### src/sv/assert_macros.svh
// Assertion macros shared by the deframer RTL.
`ifndef ASSERT_MACROS_SVH
`define ASSERT_MACROS_SVH

// A property that must hold at every clock edge outside reset.
`define URAD_ASSERT(label, clk, rst_n, prop) \
	label: assert property (@(posedge clk) disable iff (!rst_n) (prop)) \
	else $error("deframer assertion failed");

// A condition that must be followed by a consequence at the next edge.
`define URAD_ASSERT_NEXT(label, clk, rst_n, cond, cons) \
	label: assert property (@(posedge clk) disable iff (!rst_n) (cond) |=> (cons)) \
	else $error("deframer assertion failed");

`endif

### src/sv/urad_pkg.sv
// Types and constants shared by the receive deframer modules.
package urad_pkg;

	localparam int HEADER_BYTES     = 4;
	localparam int DESCRIPTOR_BYTES = 16;
	localparam int TRAILER_BYTES    = 4;
	localparam int QUEUE_DEPTH_DEF  = 4;

	localparam logic [15:0] LEN_ALIGN_MASK = 16'h0003;

	typedef enum logic [1:0] {
		PH_IDLE = 2'd0,
		PH_HEAD = 2'd1,
		PH_PAY  = 2'd2,
		PH_TRL  = 2'd3
	} phase_t;

	typedef enum logic [2:0] {
		ERR_NONE    = 3'd0,
		ERR_SHORT   = 3'd1,
		ERR_ZERO    = 3'd2,
		ERR_OVERRUN = 3'd3,
		ERR_ALIGN   = 3'd4
	} err_t;

	typedef struct packed {
		logic [7:0] payload_byte;
		logic       frame_last;
		err_t       error_code;
	} res_t;

	typedef struct packed {
		logic full;
		logic empty;
	} q_status_t;

endpackage

### src/sv/usb_rx_aggregate_deframer_core.sv
// Top level of the receive deframer: front, result queue and back.
//
// Bytes of a received bulk transfer enter on the input channel (in_valid,
// in_stall, data_byte, first_of_transfer, transfer_length), one request per
// byte. Each byte yields at most one result on the output channel (out_valid,
// out_stall, payload_byte, frame_last, error_code): a payload byte, marked on
// the last of its frame, or a single error result that ends the transfer.
// Header bytes yield only error results; trailer and dropped bytes yield nothing.
// The rx_enable register is written through cfg_valid and cfg_data; cfg_ready
// is always high. Write it only while no byte is in flight.
// A result passes through the result queue and then the output register. One
// byte is taken every cycle while in_stall is low; the front part updates its
// frame state for each accepted byte. Results wait in a queue of QUEUE_DEPTH
// entries, and in_stall rises once that queue is full, so a stalling receiver
// holds back the input after QUEUE_DEPTH plus one results. Reset clears the
// queue, the output valid flag, the frame state and rx_enable, so every byte
// is dropped until the block is enabled and a new transfer starts.
module usb_rx_aggregate_deframer_core import urad_pkg::*; #(
	parameter int QUEUE_DEPTH = QUEUE_DEPTH_DEF
) (
	input  logic        clk,
	input  logic        arst_n,
	input  logic        cfg_valid,
	output logic        cfg_ready,
	input  logic        cfg_data,
	input  logic        in_valid,
	output logic        in_stall,
	input  logic [7:0]  data_byte,
	input  logic        first_of_transfer,
	input  logic [15:0] transfer_length,
	output logic        out_valid,
	input  logic        out_stall,
	output logic [7:0]  payload_byte,
	output logic        frame_last,
	output logic [2:0]  error_code
);

	q_status_t q_st;
	logic      push;
	logic      pop;
	res_t      push_res;
	res_t      pop_res;
	res_t      out_res;

	assign cfg_ready    = 1'b1;
	assign payload_byte = out_res.payload_byte;
	assign frame_last   = out_res.frame_last;
	assign error_code   = out_res.error_code;

	urad_front u_front (
		.clk               (clk),
		.arst_n            (arst_n),
		.cfg_valid         (cfg_valid),
		.cfg_data          (cfg_data),
		.in_valid          (in_valid),
		.in_stall          (in_stall),
		.data_byte         (data_byte),
		.first_of_transfer (first_of_transfer),
		.transfer_length   (transfer_length),
		.q_st              (q_st),
		.push              (push),
		.push_res          (push_res)
	);

	urad_queue #(
		.DEPTH (QUEUE_DEPTH)
	) u_queue (
		.clk      (clk),
		.arst_n   (arst_n),
		.push     (push),
		.push_res (push_res),
		.pop      (pop),
		.pop_res  (pop_res),
		.st       (q_st)
	);

	urad_back u_back (
		.clk       (clk),
		.arst_n    (arst_n),
		.q_st      (q_st),
		.pop_res   (pop_res),
		.pop       (pop),
		.out_valid (out_valid),
		.out_stall (out_stall),
		.out_res   (out_res)
	);

endmodule

### src/sv/urad_front.sv
// Front part: accepts bytes, tracks the frame state and classifies each byte.
`include "assert_macros.svh"

module urad_front import urad_pkg::*; (
	input  logic        clk,
	input  logic        arst_n,
	input  logic        cfg_valid,
	input  logic        cfg_data,
	input  logic        in_valid,
	output logic        in_stall,
	input  logic [7:0]  data_byte,
	input  logic        first_of_transfer,
	input  logic [15:0] transfer_length,
	input  q_status_t   q_st,
	output logic        push,
	output res_t        push_res
);

	localparam logic [15:0] HDR_LAST  = 16'(HEADER_BYTES - 1);
	localparam logic [16:0] MIN_FRAME = 17'(HEADER_BYTES + DESCRIPTOR_BYTES + TRAILER_BYTES);
	localparam logic [15:0] TRL_LEN   = 16'(TRAILER_BYTES);
	localparam phase_t      AFTER_PAY = (TRAILER_BYTES > 0) ? PH_TRL : PH_HEAD;

	phase_t      phase_q, phase_d, ph_e;
	logic        rx_enable_q;
	logic [15:0] bc_q, bc_d, bc_e, bc_inc;
	logic [15:0] rem_q, rem_d, rem_e;
	logic [15:0] fl_q, fl_d, fl_e, fl_n;
	logic        accept;
	logic        last;
	err_t        err;

	assign in_stall = q_st.full;
	assign accept   = in_valid && !q_st.full;

	always_ff @(posedge clk or negedge arst_n) begin
		if (!arst_n) begin
			rx_enable_q <= 1'b0;
			phase_q     <= PH_IDLE;
			bc_q        <= '0;
			rem_q       <= '0;
			fl_q        <= '0;
		end else begin
			if (cfg_valid) begin
				rx_enable_q <= cfg_data;
			end
			phase_q <= phase_d;
			bc_q    <= bc_d;
			rem_q   <= rem_d;
			fl_q    <= fl_d;
		end
	end

	always_comb begin
		phase_d  = phase_q;
		bc_d     = bc_q;
		rem_d    = rem_q;
		fl_d     = fl_q;
		ph_e     = first_of_transfer ? PH_HEAD : phase_q;
		bc_e     = first_of_transfer ? 16'd0 : bc_q;
		rem_e    = first_of_transfer ? transfer_length : rem_q;
		fl_e     = first_of_transfer ? 16'd0 : fl_q;
		fl_n     = fl_e;
		bc_inc   = bc_e + 16'd1;
		last     = ({1'b0, bc_e} + 17'd1) >= {1'b0, fl_e};
		err      = ERR_NONE;
		push     = 1'b0;
		push_res = '{payload_byte: 8'h00, frame_last: 1'b0, error_code: ERR_NONE};
		if (accept) begin
			if (!rx_enable_q) begin
				phase_d = PH_IDLE;
			end else begin
				phase_d = ph_e;
				bc_d    = bc_e;
				rem_d   = rem_e;
				fl_d    = fl_e;
				if (ph_e == PH_IDLE || rem_e == 16'd0) begin
					phase_d = PH_IDLE;
				end else begin
					rem_d = rem_e - 16'd1;
					case (ph_e)
						PH_HEAD: begin
							if (bc_e == 16'd0) begin
								if ({1'b0, rem_e} < MIN_FRAME) begin
									err = ERR_SHORT;
								end
								fl_n = {8'h00, data_byte};
							end else if (bc_e == 16'd1) begin
								fl_n = {data_byte, fl_e[7:0]};
							end
							if (err == ERR_NONE) begin
								fl_d = fl_n;
								if (bc_e == HDR_LAST) begin
									if (fl_n == 16'd0) begin
										err = ERR_ZERO;
									end else if (fl_n >= rem_e) begin
										err = ERR_OVERRUN;
									end else if ((fl_n & LEN_ALIGN_MASK) != 16'd0) begin
										err = ERR_ALIGN;
									end else begin
										phase_d = PH_PAY;
										bc_d    = 16'd0;
									end
								end else begin
									bc_d = bc_inc;
								end
							end
						end
						PH_PAY: begin
							push     = 1'b1;
							push_res = '{payload_byte: data_byte, frame_last: last,
								error_code: ERR_NONE};
							if (last) begin
								bc_d    = 16'd0;
								phase_d = AFTER_PAY;
							end else begin
								bc_d = bc_inc;
							end
						end
						PH_TRL: begin
							if (bc_inc >= TRL_LEN) begin
								bc_d    = 16'd0;
								phase_d = PH_HEAD;
							end else begin
								bc_d = bc_inc;
							end
						end
						default: begin
							phase_d = PH_IDLE;
						end
					endcase
					if (err != ERR_NONE) begin
						push     = 1'b1;
						push_res = '{payload_byte: 8'h00, frame_last: 1'b0, error_code: err};
						phase_d  = PH_IDLE;
						bc_d     = 16'd0;
					end else if (rem_d == 16'd0) begin
						phase_d = PH_IDLE;
						bc_d    = 16'd0;
					end
				end
			end
		end
	end

	`URAD_ASSERT_NEXT(a_err_goes_idle, clk, arst_n,
		push && (push_res.error_code != ERR_NONE), phase_q == PH_IDLE)

endmodule

### src/sv/urad_queue.sv
// Short result queue between the front and back parts.
`include "assert_macros.svh"

module urad_queue import urad_pkg::*; #(
	parameter int DEPTH = QUEUE_DEPTH_DEF
) (
	input  logic      clk,
	input  logic      arst_n,
	input  logic      push,
	input  res_t      push_res,
	input  logic      pop,
	output res_t      pop_res,
	output q_status_t st
);

	localparam int IW = $clog2(DEPTH);
	localparam int CW = $clog2(DEPTH + 1);
	localparam logic [IW-1:0] LAST_IDX = IW'(DEPTH - 1);

	res_t          mem_q [DEPTH];
	logic [IW-1:0] wr_ptr_q, rd_ptr_q;
	logic [CW-1:0] count_q;

	assign st.full  = count_q == CW'(DEPTH);
	assign st.empty = count_q == '0;
	assign pop_res  = mem_q[rd_ptr_q];

	always_ff @(posedge clk) begin
		if (push) begin
			mem_q[wr_ptr_q] <= push_res;
		end
	end

	always_ff @(posedge clk or negedge arst_n) begin
		if (!arst_n) begin
			wr_ptr_q <= '0;
			rd_ptr_q <= '0;
			count_q  <= '0;
		end else begin
			if (push) begin
				wr_ptr_q <= (wr_ptr_q == LAST_IDX) ? '0 : wr_ptr_q + IW'(1);
			end
			if (pop) begin
				rd_ptr_q <= (rd_ptr_q == LAST_IDX) ? '0 : rd_ptr_q + IW'(1);
			end
			case ({push, pop})
				2'b10:   count_q <= count_q + CW'(1);
				2'b01:   count_q <= count_q - CW'(1);
				default: count_q <= count_q;
			endcase
		end
	end

	`URAD_ASSERT(a_count_bound, clk, arst_n, count_q <= CW'(DEPTH))
	`URAD_ASSERT(a_no_push_full, clk, arst_n, !(push && st.full) && !(pop && st.empty))

endmodule

### src/sv/urad_back.sv
// Back part: drains the result queue into the output register.
module urad_back import urad_pkg::*; (
	input  logic      clk,
	input  logic      arst_n,
	input  q_status_t q_st,
	input  res_t      pop_res,
	output logic      pop,
	output logic      out_valid,
	input  logic      out_stall,
	output res_t      out_res
);

	logic out_valid_q;
	res_t out_res_q;

	assign pop       = !q_st.empty && (!out_valid_q || !out_stall);
	assign out_valid = out_valid_q;
	assign out_res   = out_res_q;

	always_ff @(posedge clk or negedge arst_n) begin
		if (!arst_n) begin
			out_valid_q <= 1'b0;
		end else if (pop) begin
			out_valid_q <= 1'b1;
		end else if (!out_stall) begin
			out_valid_q <= 1'b0;
		end
	end

	always_ff @(posedge clk) begin
		if (pop) begin
			out_res_q <= pop_res;
		end
	end

endmodule

### config.mk
export PLATFORM = sky130hd
export DESIGN_NAME = usb_rx_aggregate_deframer_core
export DESIGN_NICKNAME = d
export VERILOG_FILES = /design/src/sv/urad_pkg.sv /design/src/sv/usb_rx_aggregate_deframer_core.sv /design/src/sv/urad_front.sv /design/src/sv/urad_queue.sv /design/src/sv/urad_back.sv
export VERILOG_INCLUDE_DIRS = /design/src /design/src/sv
export SDC_FILE = /design/constraint.sdc
export NUM_CORES = 1
export LEC_CHECK = 0
export ABC_AREA = 1
export BUFFER_PORTS_ARGS = -buffer_cell sky130_fd_sc_hd__buf_4
export CORE_AREA = 4 4 119 121
export CTS_CLUSTER_DIAMETER = 50
export CTS_CLUSTER_SIZE = 20
export DETAILED_ROUTE_END_ITERATION = 10
export DIE_AREA = 0 0 123 125
export HOLD_SLACK_MARGIN = 0.06
export MAX_ROUTING_LAYER = met4
export PLACE_DENSITY = 0.93
export SYNTH_ARGS = -nofsm -noshare
export SYNTH_HDL_FRONTEND = slang
export SYNTH_SLANG_ARGS = --single-unit
### constraint.sdc
create_clock -name clk -period 11.3 [get_ports clk]
set_input_delay 0 -clock clk [delete_from_list [all_inputs] [get_ports clk]]
set_output_delay 0 -clock clk [all_outputs]
set_load 0.05 [all_outputs]
After elaboration in Yosys (flattened, before gate mapping)
Memories as Yosys holds them, arrays and structs flattened. A register that Yosys moved wholly into a read port is not among the register bits.
Index checks and enable logic that the tools add are counted.
{"block": "word_totals", "reg_bits": 59, "latchBits": 0, "ramBits": 48, "romBits": 0, "in_bits": 31, "output_inout_bits": 15, "wordCells": 120, "memories": 1}
{"block": "op_classes", "n_addsub": 7, "n_mul": 0, "div": 0, "order_cmp": 4, "eq_ne": 11, "shift": 0, "muxes": 69, "bitwise": 0, "n_reduce_logical": 19}
{"memory": "u_queue.mem_q", "depth": 4, "width": 12, "rd": 1, "rd_clocked_by_memory_dff": 1, "wr": 1, "line_no": "urad_queue.sv:20", "source": "res_t mem_q [DEPTH];"}
{"cell": "$mux W16", "n": 23}
{"cell": "$logic_not A16 Y1", "n": 4}
{"cell": "$mux W12", "n": 5}
{"cell": "$pmux W16 S3", "n": 1}
{"cell": "$mux W3", "n": 14}
{"cell": "$mux W2", "n": 14}
{"cell": "$add A16 B1 Y17 const B", "n": 1}
{"cell": "$ge A17 B16 Y1", "n": 1}
{"cell": "$add A16 B1 Y16 const B", "n": 1}
{"cell": "$eq A16 B1 Y1 const B", "n": 1}
{"cell": "$eq A16 B2 Y1 const B", "n": 1}
{"cell": "$ge A16 B16 Y1", "n": 1}
{"cell": "$ge A16 B3 Y1 const B", "n": 1}
{"cell": "$lt A16 B5 Y1 const B", "n": 1}
{"cell": "$reduce_bool A16 Y1", "n": 1}
{"cell": "$sub A16 B1 Y16 const B", "n": 1}
{"cell": "$eq A2 B2 Y1 const B", "n": 5}
{"cell": "$mux W1", "n": 10}
{"cell": "$logic_not A3 Y1", "n": 2}
{"cell": "$pmux W2 S3", "n": 1}
{"cell": "$pmux W3 S2", "n": 1}
{"cell": "$add A2 B1 Y2 const B", "n": 2}
{"cell": "$eq A2 B1 Y1 const B", "n": 2}
{"cell": "$logic_not A1 Y1", "n": 4}
{"cell": "10 further kinds", "n": 12}

Logic depth before layout (Yosys ltp)
Gate-level depths: netlist of run 1.
{"block": "depth", "ltp_word": 25, "mapped_depth": 34, "ltp_nobuf": 31}

Modules after synthesis
Synthesis of run 1 repeated with hierarchy kept, for this count alone.
{"block": "unflattened", "cells_unflattened": 1131, "hier_area_um2": 8415.6}
{"module": "urad_front", "instances": 1, "cells_each": 920, "area_per_inst_um2": 5620.4, "seq_area_each_um2": 1276.2}
{"module": "urad_queue", "instances": 1, "cells_each": 193, "area_per_inst_um2": 2382.3, "seq_area_each_um2": 1616.6}
{"module": "urad_back", "instances": 1, "cells_each": 16, "area_per_inst_um2": 401.6, "seq_area_each_um2": 385.4}
{"module": "usb_rx_aggregate_deframer_core", "instances": 1, "cells_each": 2, "area_per_inst_um2": 11.3, "seq_area_each_um2": 0.0}

Least setup slack after synthesis of run 1
OpenSTA, ideal clock, no wires.
{"block": "synth_timing", "path_type": "input to register", "from": "in first_of_transfer", "to": "reg u_queue.count_q[2]", "setup_ns": 0.079, "arrival_ns": 3.977, "required_ns": 11.221, "path_slack_ns": 7.244, "stages": 32, "path_buffers": 4, "path_cell_list": "buf_6 buf_2 buf_2 buf_1 nor2_1 inv_1 ha_1 nand3_1 nor2_4 nand2_2 nand2_1 nand3_1 inv_1 ha_1 nand2_1 inv_1 nand3_1 inv_1 a21oi_1 nand3_1 nor2_1 nand2_1 nand2_1 nand2_4 o21ai_4 ha_1 inv_1 fa_1 nor2_1 nor2_1 nand2_1 xor2_1"}
{"block": "synth_via", "elab_chain_len": 24, "word_cells_on_any_way": 48, "cone_classes": "2 x order compare; 6 x eq/ne; 31 x mux; 9 x reduce/logical"}
{"item": "start, declared", "line_no": "usb_rx_aggregate_deframer_core.sv:29", "source": "input logic first_of_transfer,"}
{"item": "$mux W16 (on tied branches)", "line_no": "urad_front.sv:60, urad_front.sv:61, urad_front.sv:62"}
{"item": "$eq A16 B1 Y1 (tied with other cells)", "line_no": "urad_front.sv:88", "source": "end else if (bc_e == 16'd1) begin"}
{"item": "$mux W16 (tied with other cells)", "line_no": "urad_front.sv:88"}
{"item": "$mux W16 (tied with other cells)", "line_no": "urad_front.sv:83", "source": "if (bc_e == 16'd0) begin"}
{"item": "$mux W16 (tied with other cells)", "line_no": "urad_front.sv:81", "source": "case (ph_e)"}
{"item": "$mux W16 (tied with other cells)", "line_no": "urad_front.sv:77", "source": "if (ph_e == PH_IDLE || rem_e == 16'd0) begin"}
{"item": "$mux W16 (tied with other cells)", "line_no": "urad_front.sv:70", "source": "if (!rx_enable_q) begin"}
{"item": "$mux W16 (tied with other cells)", "line_no": "urad_front.sv:69", "source": "if (accept) begin"}
{"item": "[... 8 more ...]"}
{"item": "$mux W3", "line_no": "urad_front.sv:69"}
{"item": "$reduce_bool A3 Y1", "line_no": "urad_front.sv:132", "source": "if (err != ERR_NONE) begin"}
{"item": "$mux W1", "line_no": "urad_front.sv:132"}
{"item": "$mux W1 *", "line_no": "urad_front.sv:77"}
{"item": "$mux W1 *", "line_no": "urad_front.sv:70"}
{"item": "$mux W1 *", "line_no": "urad_front.sv:69"}
{"item": "$eq A2 B1 Y1 / $eq A2 B2 Y1 (equally long branches)", "line_no": "urad_queue.sv:46", "source": "case ({push, pop})"}
{"item": "$pmux W3 S2 / $reduce_bool A2 Y1 (equally long branches)"}
{"item": "end signal, assigned", "line_no": "urad_queue.sv:47", "source": "2'b10: count_q <= count_q + CW'(1);"}
{"item": "end signal, assigned", "line_no": "urad_queue.sv:48", "source": "2'b01: count_q <= count_q - CW'(1);"}
{"item": "end signal, assigned", "line_no": "urad_queue.sv:49", "source": "default: count_q <= count_q;"}
{"item": "end, declared", "line_no": "urad_queue.sv:22", "source": "logic [CW-1:0] count_q;"}
Every way passes the cells marked *; elsewhere a longest branch is shown, timed or not. The select of a mux whose other input is x is not followed.
A chain may end at the register's enable or synchronous reset.

Worst setup path after layout of run 1
{"block": "layout_timing", "from": "reg u_front.bc_q[0]", "to": "reg u_queue.count_q[2]"}
{"block": "layout_via", "elab_chain_len": 24, "word_cells_on_any_way": 37, "cone_classes": "1 x order compare; 4 x eq/ne; 26 x mux; 6 x reduce/logical"}
{"item": "start, declared", "line_no": "urad_front.sv:26", "source": "logic [15:0] bc_q, bc_d, bc_e, bc_inc;"}
{"item": "start signal, assigned", "line_no": "urad_front.sv:40", "source": "bc_q <= '0;"}
{"item": "start signal, assigned", "line_no": "urad_front.sv:48", "source": "bc_q <= bc_d;"}
{"item": "$mux W16 *", "line_no": "urad_front.sv:60", "source": "bc_e = first_of_transfer ? 16'd0 : bc_q;"}
{"item": "$eq A16 B1 Y1 / $logic_not A16 Y1 (equally long branches)", "line_no": "urad_front.sv:88, urad_front.sv:83"}
{"item": "$mux W16 (on tied branches)", "line_no": "urad_front.sv:88, urad_front.sv:83"}
{"item": "$mux W16 (on tied branches)", "line_no": "urad_front.sv:83, urad_front.sv:81"}
{"item": "$mux W16 (on tied branches)", "line_no": "urad_front.sv:81, urad_front.sv:77"}
{"item": "$mux W16 (on tied branches)", "line_no": "urad_front.sv:77, urad_front.sv:70"}
{"item": "$mux W16 (on tied branches)", "line_no": "urad_front.sv:70, urad_front.sv:69"}
{"item": "$mux W16 / $reduce_bool A16 Y1 (equally long branches)", "line_no": "urad_front.sv:69, urad_front.sv:98"}
{"item": "[... 8 more ...]"}
{"item": "$mux W3 *", "line_no": "urad_front.sv:69"}
{"item": "$reduce_bool A3 Y1 *", "line_no": "urad_front.sv:132"}
{"item": "$mux W1 *", "line_no": "urad_front.sv:132"}
{"item": "$mux W1 *", "line_no": "urad_front.sv:77"}
{"item": "$mux W1 *", "line_no": "urad_front.sv:70"}
{"item": "$mux W1 *", "line_no": "urad_front.sv:69"}
{"item": "$eq A2 B1 Y1 / $eq A2 B2 Y1 (equally long branches)", "line_no": "urad_queue.sv:46"}
{"item": "$pmux W3 S2 / $reduce_bool A2 Y1 (equally long branches)"}
Marked as above.

==> results of run 1 <==
layout by cell type, fill, tap and decap left out, types with 3 or more instances in the layout:
cell and n:
sky130_fd_sc_hd__nand2_1 255, sky130_fd_sc_hd__inv_1 172, sky130_fd_sc_hd__nor2_1 122, sky130_fd_sc_hd__o21ai_0 86
sky130_fd_sc_hd__nand3_1 72, sky130_fd_sc_hd__edfxtp_1 60, sky130_fd_sc_hd__dfrtp_1 59, sky130_fd_sc_hd__a21oi_1 57
sky130_fd_sc_hd__buf_4 46, sky130_fd_sc_hd__ha_1 42, sky130_fd_sc_hd__clkbuf_16 17, sky130_fd_sc_hd__nand2_2 16
sky130_fd_sc_hd__nor2_2 13, sky130_fd_sc_hd__o22ai_1 13, sky130_fd_sc_hd__o211ai_1 10, sky130_fd_sc_hd__nand4_1 10
sky130_fd_sc_hd__a22oi_1 8, sky130_fd_sc_hd__o21ai_1 7, sky130_fd_sc_hd__xor2_1 7, sky130_fd_sc_hd__a21boi_1 7
sky130_fd_sc_hd__o31ai_1 7, sky130_fd_sc_hd__dlygate4sd3_1 7, sky130_fd_sc_hd__nor3_1 6, sky130_fd_sc_hd__o21ai_2 5
sky130_fd_sc_hd__a21boi_2 5, sky130_fd_sc_hd__inv_2 4, sky130_fd_sc_hd__inv_6 4, sky130_fd_sc_hd__nor2_4 3
sky130_fd_sc_hd__clkinv_4 3, sky130_fd_sc_hd__clkinvlp_4 3
routing by layer:
metal	up-vias	global-route usage, %	part of all wire, %
li1	3721	-	-
met1	3549	39.68	40
met2	444	46.41	46
met3	75	6.640	9.5
met4	0	12.25	3.7
met5	-	-	0
state kept, by name (all words and copies together) (netlist names):
signal               count
u_queue.rd_ptr_q         2
u_queue.wr_ptr_q         2
u_front.bc_q            16
u_front.rx_enable_q      1
u_front.rem_q           16
u_back.out_valid         1
u_queue.count_q          3
u_front.fl_q            16
u_front.phase_q          2
u_back.out_res          12
u_queue.mem_q           48
worst max path at each step:
stage               slack, ns                   to               from
floorplan                7.24   u_queue.count_q[2]  first_of_transfer
global placement         6.94  u_queue.mem_q[2][4]  first_of_transfer
detailed placement       6.71  u_queue.mem_q[2][5]  first_of_transfer
CTS                      6.87  u_queue.mem_q[2][8]    u_front.bc_q[0]
global route             6.46   u_queue.count_q[2]    u_front.bc_q[0]
finish                   6.81   u_queue.count_q[2]    u_front.bc_q[0]
cell families after synthesis:
family,after synthesis,synth area share [%]
AOI/OAI and AO/OA,219,15.50
xor gates and xnor gates,8,0.8426
adders and majority gates,43,6.560
buffers and inverters,216,10.76
DFF,119,39.42
other,1,0.04510
and+or+nand+nor,513,26.87
metrics by stage:
step	instance area [um2]	setup WS (ns)
2_1_floorplan	8315	7.244
3_3_place_gp	8660	6.943
3_5_place_dp	8660	6.709
4_1_cts	9305	6.874
5_1_grt	9305	6.456
6_report	9305	6.812
worst reg2reg max path, stage by stage, from the launching register on:
cell and delay [ns]:
sky130_fd_sc_hd__dfrtp_1 0.43, sky130_fd_sc_hd__inv_1 0.11, sky130_fd_sc_hd__nor2_1 0.20, sky130_fd_sc_hd__ha_1 0.20, sky130_fd_sc_hd__nand3_1 0.12, sky130_fd_sc_hd__nor2_4 0.25, sky130_fd_sc_hd__nand2_2 0.17, sky130_fd_sc_hd__nand2_1 0.11
sky130_fd_sc_hd__nand3_1 0.09, sky130_fd_sc_hd__inv_1 0.08, sky130_fd_sc_hd__ha_1 0.24, sky130_fd_sc_hd__a21oi_1 0.16, sky130_fd_sc_hd__o21ai_0 0.11, sky130_fd_sc_hd__a21oi_1 0.12, sky130_fd_sc_hd__nand3_1 0.15, sky130_fd_sc_hd__nor2_1 0.20
sky130_fd_sc_hd__nand2_1 0.12, sky130_fd_sc_hd__nand2_1 0.13, sky130_fd_sc_hd__nand2_4 0.10, sky130_fd_sc_hd__o21ai_4 0.25, sky130_fd_sc_hd__ha_1 0.19, sky130_fd_sc_hd__inv_1 0.07, sky130_fd_sc_hd__fa_1 0.40, sky130_fd_sc_hd__nor2_1 0.12
sky130_fd_sc_hd__nor2_1 0.05, sky130_fd_sc_hd__nand2_1 0.07, sky130_fd_sc_hd__xor2_1 0.16
power by group through the flow:
stage | Clock [mW] | Sequential [mW] | Combinational (mW)
final | 0.525 | 0.668 | 0.956
after global routing | 0.550 | 0.684 | 1.07
after detailed placement | 0 | 0.672 | 0.926
after global placement | 0 | 0.666 | 0.888
after CTS | 0.527 | 0.667 | 0.941
after floorplan | 0 | 0.722 | 0.642
layout make-up:
| class | instances | area [um2] |
|---|---|---|
| Multi-Input combinational cell | 784 | 4145 |
| Sequential cell | 119 | 3278 |
| Timing Repair Buffer | 53 | 415.4 |
| Fill cell | 1011 | 3780 |
| Tap cell | 176 | 220.2 |
| Clock buffer | 20 | 456.7 |
| Inverter | 178 | 670.6 |
| Clock inverter | 12 | 118.9 |
==> summary by stage, run 1 <==
Detailed routing
The pre-antenna-repair detailed-routing pass consisted of 6 iterations. The number of nets with antenna violations after detailed routing is 0. The number of vias after detailed routing is 7789. The vias per cell is 5.804. The wire length after detailed routing is 21880 um.

The routed wire length per instance is 16.31 um. The number of remaining DRC errors is 0. The iteration-0 DRC count of the detailed router is 939.

Min path
The worst hold path class is in -> reg. The sink of the worst hold path is u_queue.mem_q[0][8]. In this run the most critical hold path is launched from data_byte[4]. Counting instances, the worst hold path has a depth of 3.

Clocking
The clock root buffer is sky130_fd_sc_hd__clkbuf_16. TritonCTS built the clock tree. The number of setup buffers added after CTS is 0. The H-tree level count is 4. The hold-fix buffer count after cts is 7. Buffers inserted during clock tree synthesis total 17. The clock sink count is 119. Clock-pin slew was measured on the worst setup and hold paths at 0.06 ns. The post-cts sizing count is 0.

The maximum root-to-sink buffer count is 2. The insertion delay of the later-clocked pin in the worst-skew pair is 0.43 ns.

Floorplanning
The number of ports placed on the die boundary is 46. The cell row count is 42. The region available for standard cell placement spans 13090 um2.

The floorplan step defined a die boundary enclosing 15380 um2. The die span in y is 125 um. The width of the die is 123 um.

The initial core utilization is 63.55%.

Timing
The worst-margin pin slew is 1.160 ns. In the final timing run, aggregate negative setup slack is 0 ns. The final critical path time including I/O delays and setup is 4.488 ns. The final number of max-transition violations was 0.

Setup repair after global routing left no endpoint under its margin. The worst pin sits at a relative slew slack of 22.40%. On the final layout, the worst clock skew is 0.008579 ns.

The worst hold-check slack is 0.08444 ns. The final hold violation count was 0. The post-route fraction of the period consumed by the critical path is 39.71%.

The number of endpoints failing setup at the final stage is 0. The maximum frequency from static timing analysis is 222.8 MHz.

Power
The power after layout is 2.149 mW. The combinational fraction of design power is 44.5%. The power share of the clock group is 24.4%. In this run the static leakage power is 4.577 nW. Summed over all nets, the switching power comes to 0.9410 mW. The power share of the sequential group is 31.1%. In this run the power density over the cells is 231.0 nW/um2.

The internal power of the cells is 1.208 mW. The peak supply drop is 0.1183 mV. The switching share of total power is 43.79%.

Global routing
The pin count of the biggest net entering global routing is 67. The via count of the first global-routing pass is 7320. The total grt overflow is 0.

The first global-routing pass estimated 36090 um of wire. The total global routing track utilization is 30.47%. The initial antenna violation count is 0.

Setup path
The setup path with the least slack is of type reg -> reg. The largest stage delay on the critical path is 0.43 ns. The launching point of the worst reg2reg path is u_front.bc_q[0]. The endpoint type of the worst setup path is a flip-flop. Data on the critical path arrives at its endpoint at 4.83 ns. The worst-case reg-to-reg path depth is 26.

In this run the number of cells on the critical path is 26. The number of buffers and inverters on the critical path is 3. The type of origin of the critical path is a flip-flop. The slowest cell on the critical path is sky130_fd_sc_hd__dfrtp_1. The cell family contributing the most delay on the critical path is simple AND/OR/NAND/NOR gates. The endpoint of the worst-slack reg-to-reg timing path is u_queue.count_q[2]. Along the worst path, the maximum fanout reaches 9. For the worst setup path, the data required time is 11.65 ns.

The slack of the worst reg-to-reg path is 6.81 ns.

Yosys
The number of flip-flops and latches in the synthesized netlist is 119. The most used flip-flop cell after synthesis is sky130_fd_sc_hd__edfxtp_1. Ranked by instance count, the synthesized netlist is headed by sky130_fd_sc_hd__nand2_1 (255), sky130_fd_sc_hd__inv_1 (173), sky130_fd_sc_hd__nor2_1 (123). The synthesized netlist occupies a cell area of 8315 um2. The share of the Yosys chip area taken by registers is 39.42%. The number of enable-type register cells in the synthesized netlist is 60. The number of instances in the synthesized netlist is 1119.

The yosys synthesis warning count is 0. In the synthesized netlist the async set-or-reset flop fraction comes to 49.58%. The share of synthesized area in the top cell type comes to 21.67%.

The number of unique standard cell types used by synthesis is 56. By area the synthesized netlist is led by sky130_fd_sc_hd__edfxtp_1 (22%), sky130_fd_sc_hd__dfrtp_1 (18%), sky130_fd_sc_hd__nand2_1 (12%). The biggest area contributor in the post-synthesis netlist is sky130_fd_sc_hd__edfxtp_1.

After synthesis, the mean cell area works out to 7.431 um2. The net count after synthesis is 1193. The most numerous cell in the Yosys netlist is sky130_fd_sc_hd__nand2_1.

Outcome
The flow ran to the end, and the final reports show no timing, DRC or antenna violations.

Place
The count of buffers inserted at the top-level ports is 44. Routability-driven placement finished with a final weighted congestion of 0.9977. Detailed placement finished with a half-perimeter wire length of 15310 um. In this run, placement finished with an instance count of 1303.

Cells and area
The utilization after layout is 71.11%. The number of non-filler instances in the completed layout is 1342. The growth of design area from synthesis to finish is 11.90%. The final net count is 1227. In the final layout, the share of cells above drive strength 1 is 11.66%. The repair_antennas step left the layout with diodes totalling 0.

Run
The max-capacitance violation count is 0.
Power figures use the tool's default switching activity.
==> run 2, diff against run 1 <==
--- a/config.mk
+++ b/config.mk
@@ -6,16 +6,16 @@
 export SDC_FILE = /design/constraint.sdc
 export NUM_CORES = 1
 export LEC_CHECK = 0
-export ABC_AREA = 1
+export ABC_AREA = 0
 export BUFFER_PORTS_ARGS = -buffer_cell sky130_fd_sc_hd__buf_4
-export CORE_AREA = 4 4 119 121
+export CORE_AREA = 4 4 115 117
 export CTS_CLUSTER_DIAMETER = 50
 export CTS_CLUSTER_SIZE = 20
 export DETAILED_ROUTE_END_ITERATION = 10
-export DIE_AREA = 0 0 123 125
+export DIE_AREA = 0 0 119 121
 export HOLD_SLACK_MARGIN = 0.06
 export MAX_ROUTING_LAYER = met4
-export PLACE_DENSITY = 0.93
+export PLACE_DENSITY = 0.91
 export SYNTH_ARGS = -nofsm -noshare
 export SYNTH_HDL_FRONTEND = slang
 export SYNTH_SLANG_ARGS = --single-unit
==> constraint.sdc (replaced) <==
create_clock -name clk -period 4.3 [get_ports clk]
set_input_delay 0 -clock clk [delete_from_list [all_inputs] [get_ports clk]]
set_output_delay 0 -clock clk [all_outputs]
set_load 0.05 [all_outputs]
==> run 2 against run 1 <==
Compared with the run above:
- routed wire length down 3.7%
- critical path type unchanged
- global-route usage about the same
- highest routed layer unchanged
- final cell count shrank 26%
- hold slack got worse by 0.014 ns
==> summary by stage, run 2 <==
Power
The power share of the clock group is 27.9% (+3.5 points). The switching share of total power is 38.66% (-5.1 points). The combinational fraction of design power is 39.5% (-5.0 points). The power share of the sequential group is 32.6% (+1.5 points). The peak supply drop is 0.2724 mV (+130%).

The internal power of the cells is 3.344 mW (+180%). The ratio of total power to cell area is 606.8 nW/um2 (+160%). The switching power is 2.108 mW (+120%). The leakage power summed over all cells is 3.674 nW (-20%).

Floorplanning
The cell row count is 41 (-2.4%). The core footprint is 12360 um2 (-5.5%). The width of the die was 119 um (-3.3%).

The initial core utilization is 60.19% (-3.4 points). The number of ports placed on the die boundary came to 46 (unchanged). The die span in y is 121 um (-3.2%). The full die area is 14400 um2 (-6.3%).

Timing
The max-slew headroom at the worst pin was 43.86% (+21 points). The clock tree skew after final layout is 0.009283 ns (+0.0007042 ns). The final critical path time including I/O delays and setup is 4.183 ns (-0.3043 ns).

Setup repair after global routing left no endpoint under its margin. The worst-margin pin slew is 0.8402 ns (-0.3194 ns). The final total negative setup slack is 0 ns (unchanged). The worst setup margin was 0.1166 ns (-6.696 ns). The number of endpoints failing setup at the final stage is 0 (unchanged). The final number of max-transition violations was 0 (unchanged).

The post-route fraction of the period consumed by the critical path is 97.29% (+58 points). The maximum frequency from static timing analysis is 239.0 MHz (+7.3%). The final hold violation count is 0 (unchanged).

Place
The worst slack after detailed placement is -0.05929 ns (-6.768 ns). The post-detailed-placement half-perimeter wirelength is 14490 um (-5.3%). The count of buffers inserted at the top-level ports is 44 (unchanged). The placer's final routability congestion estimate is 1.032 (+3.4%).

Yosys
By area the synthesized netlist is led by sky130_fd_sc_hd__edfxtp_1 (24%), sky130_fd_sc_hd__dfrtp_1 (20%), sky130_fd_sc_hd__ha_1 (7.1%). The number of unique standard cell types used by synthesis is 80 (+43%). By count the netlist is led by sky130_fd_sc_hd__nand2_1 (87), sky130_fd_sc_hd__edfxtp_1 (60), sky130_fd_sc_hd__dfrtp_1 (59). The number of flip-flops and latches in the synthesized netlist is 119 (unchanged). sky130_fd_sc_hd__nand2_1 is the most common cell in the netlist.

The share of the synthesized area in the top cell type came to 24.21% (+2.5 points). The netlist area before placement is 7441 um2 (-11%). The number of instances in the synthesized netlist is 734 (-34%). Summed over all instances, the cell type with the most area after synthesis is sky130_fd_sc_hd__edfxtp_1.

The yosys synthesis warning count came to 0 (unchanged). The synthesized area per cell is 10.14 um2 (+36%). The top flip-flop cell by instance count after synthesis is sky130_fd_sc_hd__edfxtp_1. The sequential area share after synthesis is 44.06% (+4.6 points). The share of async-settable or async-resettable flops after synthesis was 49.58% (unchanged). The number of enable-type register cells in the synthesized netlist is 60 (unchanged). The net count after synthesis is 808 (-32%).

Detailed routing
The number of nets with antenna violations after detailed routing is 0 (unchanged). The number of remaining DRC errors is 0 (unchanged). The iteration-0 DRC count of the detailed router is 544 (-42%). The first-pass iteration count of the detailed router came to 6 (unchanged). The wire length after detailed routing was 21060 um (-3.7%). The vias per cell is 6.385 (+10%).

The number of vias after detailed routing is 6366 (-18%). The routed wire length per instance is 21.13 um (+30%).

Global routing
The routing usage on met2 is 49.10% (+2.7 points). The global routing usage on met1 was 36.22% (-3.5 points). The global routing stage identified its most utilized layer as met2. The total global routing track utilization was 30.43% (-0.042 points). The first-pass GRT wire length was 32930 um (-8.8%). The met3 demand-to-capacity share in global routing is 6.853% (+0.21 points).

The pin count of the biggest net entering global routing is 60 (-10%). The via count of the first global-routing pass is 6401 (-13%). The total grt overflow is 0 (unchanged). The initial antenna violation count is 0 (unchanged).

Setup path
The type of origin of the critical path is a flip-flop. The arrival time of the worst setup path is 4.52 ns (-0.31 ns). The required time at the endpoint of the critical path is 4.64 ns (-7.01 ns).

In this run the critical register-to-register path is captured at u_queue.count_q[2]. The slowest stage of the critical path is the sky130_fd_sc_hd__dfrtp_2 cell. The slack of the worst reg-to-reg path is 0.12 ns (-6.70 ns). The critical path starts at u_front.bc_q[13].

The maximum fanout encountered on the critical timing path is 11 (+2). The signal on the critical path passes through nor4_2 -> buf_4 -> a41o_4 -> buf_4 -> clkbuf_16 -> o21ai_0 -> ha_1 -> nand2_1 -> nor2_1 -> a311oi_2 -> nand4_1 -> o21ai_2 -> a21oi_2 -> inv_1 -> ha_2 -> inv_1 -> fa_2 -> xor2_1 -> nor2_1 -> xor2_1. The largest stage delay on the critical path is 0.45 ns (+0.02 ns). The category of the most critical setup path is reg -> reg.

The launching point of the worst reg2reg path is u_front.bc_q[13]. The worst-case reg-to-reg path depth is 20 (-23%). The endpoint type of the worst setup path is a flip-flop.

Cells and area
The number of diodes added for antenna fixing came to 0 (unchanged). In the layout the commonest cells are sky130_fd_sc_hd__nand2_1 (87), sky130_fd_sc_hd__buf_4 (82), sky130_fd_sc_hd__edfxtp_1 (60). The commonest non-fill, non-tap cell in the layout is sky130_fd_sc_hd__nand2_1. The final net count was 886 (-28%). The growth of design area from synthesis to finish is 20.77%. The register with the most flip-flops is u_queue.mem_q. The flip-flop count of the largest register after layout is 48 (unchanged). The fraction of final layout cells sized beyond drive strength 1 is 22.42% (+11 points).

Outcome
The flow ran to the end, and the final reports show no timing, DRC or antenna violations.

Clocking
The clock sink count came to 119 (unchanged). The H-tree level count was 4 (unchanged). The clock-pin slew on the worst setup and hold paths is 0.06 ns (about the same). The maximum root-to-sink buffer count came to 2 (unchanged). The clock root buffer is sky130_fd_sc_hd__clkbuf_16. The CTS buffer count is 17 (unchanged).

The insertion delay of the later-clocked pin in the worst-skew pair came to 0.43 ns (about the same). TritonCTS built the clock tree.

Min path
The worst hold path class is in -> reg. The sink of the worst hold path is u_front.rem_q[15]. The depth of the worst hold-timing path was 4 (+1). The worst min-delay path startpoint is transfer_length[15].

Run
The max-capacitance violation count came to 0 (unchanged).
## run 2: changes by cell type in the layout (fill, tap and decap cells not counted), moves of 15 or more
cell                      previous run  this run
sky130_fd_sc_hd__nor2_1            122        55
sky130_fd_sc_hd__buf_4              46        82
sky130_fd_sc_hd__nand2_1           255        87
sky130_fd_sc_hd__xnor2_1             1        20
sky130_fd_sc_hd__nor3_1              6        21
sky130_fd_sc_hd__inv_1             172        20
sky130_fd_sc_hd__a21oi_1            57        35
sky130_fd_sc_hd__o21ai_0            86        38
sky130_fd_sc_hd__nand2_2            16         1
sky130_fd_sc_hd__nand3_1            72        17
## run 2: routing by layer
metal	share of wire [%]	wire [um]	up-vias
li1	-	-	2875
met1	40	8375	3074
met2	49	10290	332
met3	6.8	1434	85
met4	4.6	962	0
met5	0	0	-
## run 2: worst max-delay path, delay by kind of cell (launching register included)
kind	cells	cell delay, ns
XOR/XNOR	2	0.34
AO/OA/AOI/OAI	5	1.04
adder cells (fa/ha/maj)	3	0.83
AND/OR/NAND/NOR	5	0.81
buffers and inverters	5	0.61
flip-flops	1	0.45
## run 2: cell type report
cell class	instances	area [um2]
Multi-Input combinational cell	554	3961
Fill cell	852	3377
Sequential cell	119	3283
Timing Repair Buffer	100	827.0
Clock buffer	18	439.2
Tap cell	172	215.2
Clock inverter	14	185.2
Inverter	20	75.07
## run 2: worst max path at each step
| stage | to | slack, ns | cells past startpoint |
|---|---|---|---|
| global placement | u_queue.count_q[2] | 0.07 | 19 |
| floorplan | u_queue.count_q[2] | 0.005 | 28 |
| global route | u_queue.mem_q[1][4] | 0.01 | 16 |
| finish | u_queue.count_q[2] | 0.12 | 20 |
| CTS | u_front.bc_q[2] | 0.005 | 15 |
| detailed placement | u_queue.count_q[2] | -0.06 | 22 |
## run 2: kinds of logic (layout without fill, tap and decap cells)
kind of cell             Yosys count  after routing  synth area share [%]
AND/OR/NAND/NOR                  271            271                 18.28
XOR/XNOR                          31             31                 3.649
other                              1              1               0.05040
buffers and inverters             61            152                 4.220
multiplexers                      36             36                 7.046
adder cells (fa/ha/maj)           43             43                 7.331
AO/OA/AOI/OAI                    172            172                 15.37
flip-flops                       119            119                 44.06
## run 2: power groups by stage
| stage | logic [mW] | registers [mW] | clock network [mW] |
|---|---|---|---|
| finish | 2.15 | 1.78 | 1.52 |
| CTS | 2.01 | 1.75 | 1.53 |
| global route | 2.33 | 1.81 | 1.58 |
| detailed placement | 1.96 | 1.76 | 0 |
| global placement | 1.88 | 1.74 | 0 |
| floorplan | 1.29 | 1.79 | 0 |
## run 2: repair_timing
action                                  CTS  global route
hold buffers                             13             0
setup buffers                             0             7
gates cloned                              0             2
pin swaps                                 3            15
gates resized for setup                   7            22
endpoints found under the setup margin    1            56
hold endpoints to repair                 96             0
## run 2: metrics by stage
step | area [um2] | power, mW | util (%) | instances | hold WS [ns]
floorplan | 7466 | 3.081 | - | 734 | -0.2956
global placement | 8023 | 3.625 | 64.89 | 943 | 0.1411
detailed placement | 8023 | 3.721 | 64.89 | 943 | 0.1486
CTS | 8813 | 5.286 | 71.29 | 988 | 0.06640
global route | 8986 | 5.724 | 72.69 | 997 | 0.1189
finish | 8986 | 5.452 | 72.69 | 997 | 0.07039
